**src/rtl/minifloat_decode_to_double_assert.svh**
```systemverilog
// Assertion macros for the minifloat decoder.
`ifndef MINIFLOAT_DECODE_TO_DOUBLE_ASSERT_SVH
`define MINIFLOAT_DECODE_TO_DOUBLE_ASSERT_SVH
`ifndef ASSERT_OFF
`define MDD_ASSERT_IMPL(lbl, clk, rstn, prop) \
    lbl: assert property (@(posedge clk) disable iff (!rstn) prop) else $error("assertion failed");
`define MDD_ASSERT_NORST(lbl, clk, prop) \
    lbl: assert property (@(posedge clk) prop) else $error("assertion failed");
`else
`define MDD_ASSERT_IMPL(lbl, clk, rstn, prop)
`define MDD_ASSERT_NORST(lbl, clk, prop)
`endif
`endif

```
**src/rtl/mfd_pkg.sv**
```systemverilog
`timescale 1ns / 1ps
// ---------------------------------------------------------------------------
// Minifloat decoder package
// Shared types and constants for the minifloat to double converter.
// ---------------------------------------------------------------------------
package mfd_pkg;
    localparam int FRAC_W = 10;
    localparam int EXP_W  = 5;
    localparam int FBITS_W = 4;
    localparam int EBITS_W = 3;
    localparam int CFG_W  = 4;

    localparam logic [1:0] CLS_NORMAL = 2'd0;
    localparam logic [1:0] CLS_ZERO   = 2'd1;
    localparam logic [1:0] CLS_INF    = 2'd2;
    localparam logic [1:0] CLS_NAN    = 2'd3;

    localparam logic [0:0] REG_FRAC_BITS = 1'b0;
    localparam logic [0:0] REG_EXP_BITS  = 1'b1;

    typedef struct packed {
        logic              sign_bit;
        logic [EXP_W-1:0]  exponent_field;
        logic [FRAC_W-1:0] fraction_field;
        logic [1:0]        value_class;
        logic [63:0]       double_bits;
    } result_t;
endpackage

```
**src/rtl/minifloat_decode_to_double.sv**
```systemverilog
`timescale 1ns / 1ps
// ---------------------------------------------------------------------------
// Minifloat to double decoder
// Splits a small float word, classifies it and packs finite values as a binary64 (zero bits for Inf/NaN).
// ---------------------------------------------------------------------------
// Channel   Ports                     Moves
// s_        s_valid/s_ready/s_raw_word  one raw word per request
// m_        m_valid/m_ready/m_*          one decoded result per request
// One request is accepted per cycle while s_ready is high.
// Input register, then conversion logic, then the result register.
// Reset clears both valid flags and restores the format registers.
// A stall on m_ holds the result; the input stage drains into it when free.
// ---------------------------------------------------------------------------
`include "minifloat_decode_to_double_assert.svh"
module minifloat_decode_to_double #(
    parameter int WORD_WIDTH = 16
) (
    input  logic                          aclk,
    input  logic                          aresetn,
    input  logic                          cfg_we,
    input  logic                          cfg_index,
    input  logic [mfd_pkg::CFG_W-1:0]     cfg_data,
    input  logic                          s_valid,
    output logic                          s_ready,
    input  logic [15:0]                   s_raw_word,
    output logic                          m_valid,
    input  logic                          m_ready,
    output logic                          m_sign_bit,
    output logic [mfd_pkg::EXP_W-1:0]     m_exponent_field,
    output logic [mfd_pkg::FRAC_W-1:0]    m_fraction_field,
    output logic [1:0]                    m_value_class,
    output logic [63:0]                   m_double_bits
);
    logic [mfd_pkg::FBITS_W-1:0] frac_reg;
    logic [mfd_pkg::EBITS_W-1:0] exp_reg;
    logic [mfd_pkg::FBITS_W-1:0] f_eff;
    logic [mfd_pkg::EBITS_W-1:0] e_eff;
    logic                        in_vld_reg;
    logic [WORD_WIDTH-1:0]       in_word_reg;
    logic                        out_vld_reg;
    mfd_pkg::result_t            out_reg;
    mfd_pkg::result_t            res;
    logic                        out_free;

    always_ff @(posedge aclk) begin
        if (!aresetn) begin
            frac_reg <= 4'd10;
            exp_reg  <= 3'd5;
        end else if (cfg_we) begin
            if (cfg_index == mfd_pkg::REG_FRAC_BITS) frac_reg <= cfg_data;
            else exp_reg <= cfg_data[mfd_pkg::EBITS_W-1:0];
        end
    end

    always_comb begin
        f_eff = (frac_reg < 4'd2) ? 4'd2 : ((frac_reg > 4'd10) ? 4'd10 : frac_reg);
        e_eff = (exp_reg < 3'd3) ? 3'd3 : ((exp_reg > 3'd5) ? 3'd5 : exp_reg);
    end

    assign out_free = !out_vld_reg || m_ready;
    assign s_ready  = !in_vld_reg || out_free;

    always_ff @(posedge aclk) begin
        if (!aresetn) begin
            in_vld_reg  <= 1'b0;
            out_vld_reg <= 1'b0;
        end else begin
            if (s_ready) in_vld_reg <= s_valid;
            if (out_free) out_vld_reg <= in_vld_reg;
        end
    end

    always_ff @(posedge aclk) begin
        if (s_ready && s_valid) in_word_reg <= s_raw_word[WORD_WIDTH-1:0];
        if (out_free && in_vld_reg) out_reg <= res;
    end

    mfd_convert #(.WORD_WIDTH(WORD_WIDTH)) u_conv (
        .word (in_word_reg),
        .f_eff(f_eff),
        .e_eff(e_eff),
        .res  (res)
    );

    assign m_valid          = out_vld_reg;
    assign m_sign_bit       = out_reg.sign_bit;
    assign m_exponent_field = out_reg.exponent_field;
    assign m_fraction_field = out_reg.fraction_field;
    assign m_value_class    = out_reg.value_class;
    assign m_double_bits    = out_reg.double_bits;

    `MDD_ASSERT_IMPL(a_hold, aclk, aresetn, (m_valid && !m_ready) |=> m_valid)
    `MDD_ASSERT_IMPL(a_stall, aclk, aresetn, (in_vld_reg && out_vld_reg && !m_ready) |-> !s_ready)
    `MDD_ASSERT_IMPL(a_special, aclk, aresetn, (m_valid && m_value_class[1]) |-> (m_double_bits == 64'd0))
    `MDD_ASSERT_NORST(a_rst, aclk, !aresetn |=> !m_valid)
endmodule

```
**src/rtl/mfd_convert.sv**
```systemverilog
`timescale 1ns / 1ps
// ---------------------------------------------------------------------------
// Minifloat conversion logic
// Field split, classification and double packing of finite values for one word.
// ---------------------------------------------------------------------------
module mfd_convert #(
    parameter int WORD_WIDTH = 16
) (
    input  logic [WORD_WIDTH-1:0]           word,
    input  logic [mfd_pkg::FBITS_W-1:0]     f_eff,
    input  logic [mfd_pkg::EBITS_W-1:0]     e_eff,
    output mfd_pkg::result_t                res
);
    // The word is widened so that format positions above it read as zero.
    logic [31:0]                 wide;
    logic [31:0]                 sh;
    logic [mfd_pkg::FRAC_W-1:0]  m;
    logic [mfd_pkg::EXP_W-1:0]   x;
    logic [mfd_pkg::EXP_W-1:0]   ones;
    logic                        s;
    logic [3:0]                  p;
    logic [10:0]                 bias;
    logic [10:0]                 dexp;
    logic [51:0]                 mant;
    logic [9:0]                  mrem;
    logic [1:0]                  cls;
    logic [63:0]                 bits;

    always_comb begin
        wide = 32'(word);
        m    = mfd_pkg::FRAC_W'(wide & ((32'd1 << f_eff) - 32'd1));
        sh   = wide >> f_eff;
        ones = mfd_pkg::EXP_W'((6'd1 << e_eff) - 6'd1);
        x    = mfd_pkg::EXP_W'(sh) & ones;
        s    = sh[e_eff];
        bias = 11'((6'd1 << (e_eff - 3'd1)) - 6'd1);
        p = 4'd0;
        for (int i = 0; i < mfd_pkg::FRAC_W; i++) begin
            if (m[i]) p = 4'(i);
        end
        mrem = m & ~(10'd1 << p);
        cls  = mfd_pkg::CLS_NORMAL;
        bits = 64'd0;
        dexp = 11'd0;
        mant = 52'd0;
        if (x == ones) begin
            cls = (m == '0) ? mfd_pkg::CLS_INF : mfd_pkg::CLS_NAN;
        end else if (x == '0) begin
            cls = mfd_pkg::CLS_ZERO;
            if (m == '0) begin
                bits = {s, 63'd0};
            end else begin
                dexp = 11'd1024 + 11'(p) - bias - 11'(f_eff);
                mant = 52'(mrem) << (6'd52 - 6'(p));
                bits = {s, dexp, mant};
            end
        end else begin
            dexp = 11'd1023 + 11'(x) - bias;
            mant = 52'(m) << (6'd52 - 6'(f_eff));
            bits = {s, dexp, mant};
        end
        res.sign_bit       = s;
        res.exponent_field = x;
        res.fraction_field = m;
        res.value_class    = cls;
        res.double_bits    = bits;
    end
endmodule
```
**config.mk**
```make
export PLATFORM = sky130hd
export DESIGN_NAME = minifloat_decode_to_double
export DESIGN_NICKNAME = d
export VERILOG_FILES = /design/src/rtl/mfd_pkg.sv /design/src/rtl/minifloat_decode_to_double.sv /design/src/rtl/mfd_convert.sv
export VERILOG_INCLUDE_DIRS = /design/src /design/src/rtl
export SDC_FILE = /design/constraint.sdc
export NUM_CORES = 1
export LEC_CHECK = 0
export BUFFER_PORTS_ARGS = -buffer_cell sky130_fd_sc_hd__buf_2
export CAP_MARGIN = 0
export CORE_MARGIN = 2
export CORE_UTILIZATION = 30
export DETAILED_ROUTE_END_ITERATION = 16
export PLACE_DENSITY = 0.56
export SYNTH_ARGS = -nofsm -noshare
export SYNTH_HDL_FRONTEND = slang
export SYNTH_HIERARCHICAL = 1
export SYNTH_SLANG_ARGS = --single-unit
```
**constraint.sdc**
```tcl
create_clock -name aclk -period 13.4 [get_ports aclk]
set_clock_uncertainty 0.2 [all_clocks]
set_input_delay 2.01 -clock aclk [delete_from_list [all_inputs] [get_ports aclk]]
set_output_delay 2.01 -clock aclk [all_outputs]
set_load 0.01 [all_outputs]
```
### Word-level counts from Yosys, hierarchy flattened

Cells that the tools add are included.

| word-level totals | value |
|---|---|
| flip-flop bits (word level) | 107 |
| bits in latches | 0 |
| memory bits (writable) | 0 |
| memory bits (read-only) | 0 |
| input port bits | 26 |
| output and inout bits | 84 |
| logic and storage cells | 69 |
| memories kept | 0 |

| operators by class | value |
|---|---|
| add/subtract/negate cells | 11 |
| multipliers | 0 |
| div/mod/pow operators | 0 |
| magnitude comparators | 5 |
| eq/ne operators | 1 |
| shifts and indexed selects | 7 |
| mux-type cells | 20 |
| bitwise logic cells | 5 |
| reductions and logical operators | 10 |

Operators with widths:

| operator | number |
|---|---|
| $mux W63 | 2 |
| $shl A10 B6 Y52 | 2 |
| $sub A11 B11 Y11 | 2 |
| $and A10 B10 Y10 | 2 |
| $shl A1 B4 Y10 const A | 2 |
| $mux W3 | 6 |
| $mux W4 | 4 |
| $shr A16 B4 Y8 | 1 |
| $sub A5 B5 Y6 const A | 2 |
| $add A10 B5 Y11 const A | 1 |
| $add A11 B4 Y11 const A | 1 |
| $shl A1 B3 Y11 const A | 1 |
| $sub A11 B1 Y11 const B | 1 |
| $sub A11 B4 Y11 | 1 |
| $logic_not A10 Y1 | 1 |
| $not A10 Y10 | 1 |
| $sub A10 B1 Y10 const B | 1 |
| $lt A3 B6 Y1 const B | 1 |
| $mux W2 | 3 |
| $and A5 B5 Y5 | 1 |
| $eq A5 B5 Y1 | 1 |
| $logic_not A5 Y1 | 1 |
| $shl A1 B3 Y5 const A | 1 |
| $sub A5 B1 Y5 const B | 1 |
| other kinds (12) | 19 |

### Depth between registers and ports, before layout

| depth | value |
|---|---|
| depth in word-level cells | 21 |
| gate-level depth with buffers | 29 |
| mapped depth without buffers | 25 |

### Cells and area by module

Netlist, hierarchy kept.

Modules (own cells, without submodules):

| module | instances | cells each | area an instance (sq um) | seq. area each (sq um) |
|---|---|---|---|---|
| mfd_convert | 1 | 592 | 4286.6 | 0.0 |
| minifloat_decode_to_double | 1 | 147 | 3362.0 | 3123.0 |

### Worst setup path before layout

OpenSTA, ideal clock, no wires.

| timing | value |
|---|---|
| path type | input to register |
| start | input m_ready |
| end | register out_reg, in the netlist m_double_bits[0], enable pin |
| library setup time | 0.533 ns |
| arrival | 5.715 ns |
| required time | 12.667 ns |
| setup slack | 6.952 ns |
| stages on the path | 2 |
| path buffers | 0 |
| cells stage by stage | nor2b_1 -> nor2b_1 |

| between the ends | value |
|---|---|
| longest elaborated chain between the ends | 2 |

RTL lines:

| what | line | RTL |
|---|---|---|
| from (decl) | minifloat_decode_to_double.sv:27 | `input logic m_ready,` |
| $logic_or A1 B1 Y1 | minifloat_decode_to_double.sv:60 | `assign out_free = !out_vld_reg \|\| m_ready;` |
| $logic_and A1 B1 Y1 | minifloat_decode_to_double.sv:75 | `if (out_free && in_vld_reg) out_reg <= res;` |
| to (signal assigned) | minifloat_decode_to_double.sv:75 |  |
| to (decl) | minifloat_decode_to_double.sv:41 | `mfd_pkg::result_t out_reg;` |

Every way passes these cells.
A chain may end at the register's enable or synchronous reset.

==> flow_metrics.py <==
metrics = {
    "yosys": {
        "ys_async_sr_fraction_pct": 0,
        "avgSynthCellArea_um2": 10.3,
        "synthDistinctLibCells": 89,
        "netlist_instances": 739,
        "synth_top_area_share_pct": 38.5,
        "ys.flop_type": "edfxtp_1",
        "yosys_warnings": 6,
        "ys_ff_latch": 107,
        "synth_edf_count": 98,
        "ys_seq_area_share_pct": 40.8,
        "synth_top_area_cell": "edfxtp_1",
        "synth_area_leaders": "edfxtp_1 (38%), ha_1 (5.6%), mux4_2 (5.0%)",
        "synth_area_um2": 7650,
    },
    "floorplanning": {
        "die_area_um2": 26800,
        "die_w_um": 164,
        "num_io_pins": 110,
        "design.core.area_um2": 25100,
        "start_util_pct": 30.5,
        "rows": 58,
        "die-height_um": 164,
    },
    "global_routing": {
        "grt_pass1_wl_mm": 29.3,
        "grt_antenna_before_repair": 0,
        "grt_pass1_vias": 5294,
        "grt_max_degree": 60,
        "grt.overflow.total": 0,
        "grt_use_total_pct": 14.0,
    },
    "timing": {
        "rsz0062_at_grt": "false",
        "final.min_clock_period_ns": 7.16,
        "drv_slew": 0,
        "slew_headroom_pct": 41.3,
        "finalCritPeriodShare_pct": 53.4,
        "setup_viol": 0,
        "hold_viol": 0,
        "tightest_slew_ns": 0.874,
        "fmax_mhz": 140,
        "fin_tns_setup_ns": 0,
    },
    "routing": {
        "drc": 0,
        "route.vias.total": 5916,
        "drt-wirelength-per-cell_um": 16.2,
        "dr.pass1.iters": 8,
        "antenna_left": 0,
        "drt_iter0_markers": 603,
        "via_per_inst": 5.07,
        "wirelength_mm": 18.9,
    },
    "clock_tree": {
        "htree_levels": 3,
        "post_cts_buffers": 0,
        "clkLatencyLatePin_ns": 0.36,
        "clock-sinks": 107,
        "post_cts_resized": 0,
        "cts_tree": "done",
        "cts_hold_buf": 0,
        "cts_buffers": 9,
        "cts_root_buffer": "clkbuf_16",
        "clk_pin_slew_ns": 0.08,
        "cts_buffer_depth": 2,
    },
    "power": {
        "leakagePower_uw": 0.00354,
        "power_density_nw_per_um2": 114,
        "vdd_drop_max_mv": 0.0600,
        "finalPower_uw": 985,
    },
    "placed_design": {
        "place_hpwl_mm": 14.0,
        "numPortBuffers": 109,
        "routabilityCongestion": 0.907,
    },
    "outcome": {
        "status": "finished clean",
    },
    "finish": {
        "multiInputGateArea_um2": 4050,
        "n_antenna_cell": 0,
        "largest_reg_flops": 64,
        "layout-area-overhead-vs-synth_pct": 13.1,
        "drive_gt1_share_pct": 22.9,
        "final_cell_mix": "buf_2 (109), edfxtp_1 (98), nand2_1 (63)",
        "final_nets": 897,
        "layout_commonest_cell": "buf_2",
        "regArea_um2": 3120,
        "fill_cells": 2620,
    },
    "critical_path": {
        "start_kind": "register",
        "rr_endpoint": "m_double_bits[62]",
        "worst_ep_arrival_time_ns": 7.16,
        "cp.required_ns": 13.41,
        "r2r_cells": 26,
        "crit_type": "reg -> reg",
        "end_kind": "register",
        "critical_path_peak_fanout": 30,
        "r2r_start": "frac_reg[3]",
        "rrSetupSlack_ns": 6.24,
    },
    "worst_hold_path": {
        "min_path_type": "reg -> reg",
        "holdPathEnd": "exp_reg[1]",
        "hold_path_depth": 2,
        "hp-start": "exp_reg[1]",
    },
    "flow_run": {
        "drv_cap": 0,
    },
}
cell families after synthesis:
family	after synthesis	synth area share, %
compound gates	181	16.6
xor+xnor	21	2.40
fa+ha+maj	39	6.87
buf+inv	119	8.16
flops	107	40.8
mux	54	10.4
other cells	2	0.0982
simple gates	216	14.6
how the worst max path moves through the flow:
stage | start | to | slack [ns] | cells after the start
after floorplan | m_ready | m_double_bits[0] | 6.95 | 2
after global placement | frac_reg[3] | m_double_bits[62] | 6.54 | 26
after detailed placement | frac_reg[3] | m_double_bits[62] | 6.35 | 26
after CTS | frac_reg[3] | m_double_bits[62] | 6.27 | 26
after global routing | frac_reg[3] | m_double_bits[62] | 5.74 | 26
final | frac_reg[3] | m_double_bits[62] | 6.24 | 26
synth_stat cells (all sizes together) (8+ instances only):
cell,n
xnor2,14
dfxtp,9
inv,48
and3,8
nand3,11
nor2b,15
o211ai,8
nor3,15
mux4,18
nor2,56
o22ai,16
buf,50
o21ai,42
mux2,13
clkbuf,20
ha,34
a211oi,9
nand2b,8
nand2,64
a21oi,33
edfxtp,98
mux2i,23
final cells by class:
class,instances,area share (%)
multi-input cells,549,46.8
flip-flops and latches,107,36.1
repair buffers,116,6.91
well taps,330,4.77
clock buffers,10,2.65
inverters,49,2.13
clock inverters,6,0.636
report_power, final:
group	internal [µW]	total (µW)	leakage, µW	switching (µW)
Sequential	395	404	0.00101	9.60
Clock	131	263	0.000140	133
Combinational	126	317	0.00239	191
critical path: stages, from the launching register on:
cell and delay [ns]:
dfxtp_1 0.30, buf_4 0.23, or3_1 0.40, and3_1 0.17, buf_4 0.24, inv_1 0.54
ha_1 0.34, ha_1 0.42, nand2b_1 0.13, ha_1 0.31, nand2b_1 0.17, mux2i_1 0.40
or3_1 0.20, a311o_1 0.20, and2_4 0.24, inv_1 0.11, fa_1 0.43, fa_1 0.46
a21o_1 0.18, a21oi_1 0.23, o21bai_1 0.09, a21oi_1 0.22, o21bai_1 0.09, a21oi_1 0.26
nor4_1 0.07, a211o_1 0.24, o22ai_1 0.10
layer usage:
| metal | vias up | track usage, % | routed length (µm) |
|---|---|---|---|
| met5 | - | 0 | 0 |
| met4 | 0 | 4.47 | 374 |
| met3 | 31 | 2.72 | 1400 |
| met2 | 295 | 20.7 | 8250 |
| met1 | 2729 | 20.4 | 8880 |
| li1 | 2861 | - | - |
metrics by stage:
| stage | hold WS (ns) | cells | setup WS (ns) | instance area [µm²] | utilization [%] |
|---|---|---|---|---|---|
| final | 0.260 | 1167 | 6.24 | 8650 | 34.4 |
| after detailed placement | 0.251 | 1151 | 6.35 | 8370 | 33.3 |
| after global routing | 0.282 | 1167 | 5.74 | 8650 | 34.4 |
| after floorplan | 0.230 | 775 | 6.95 | 7780 | - |
| after CTS | 0.262 | 1167 | 6.27 | 8650 | 34.4 |
| after global placement | 0.248 | 1151 | 6.54 | 8370 | 33.3 |
Note: power is estimated with default switching activity, not from simulation.
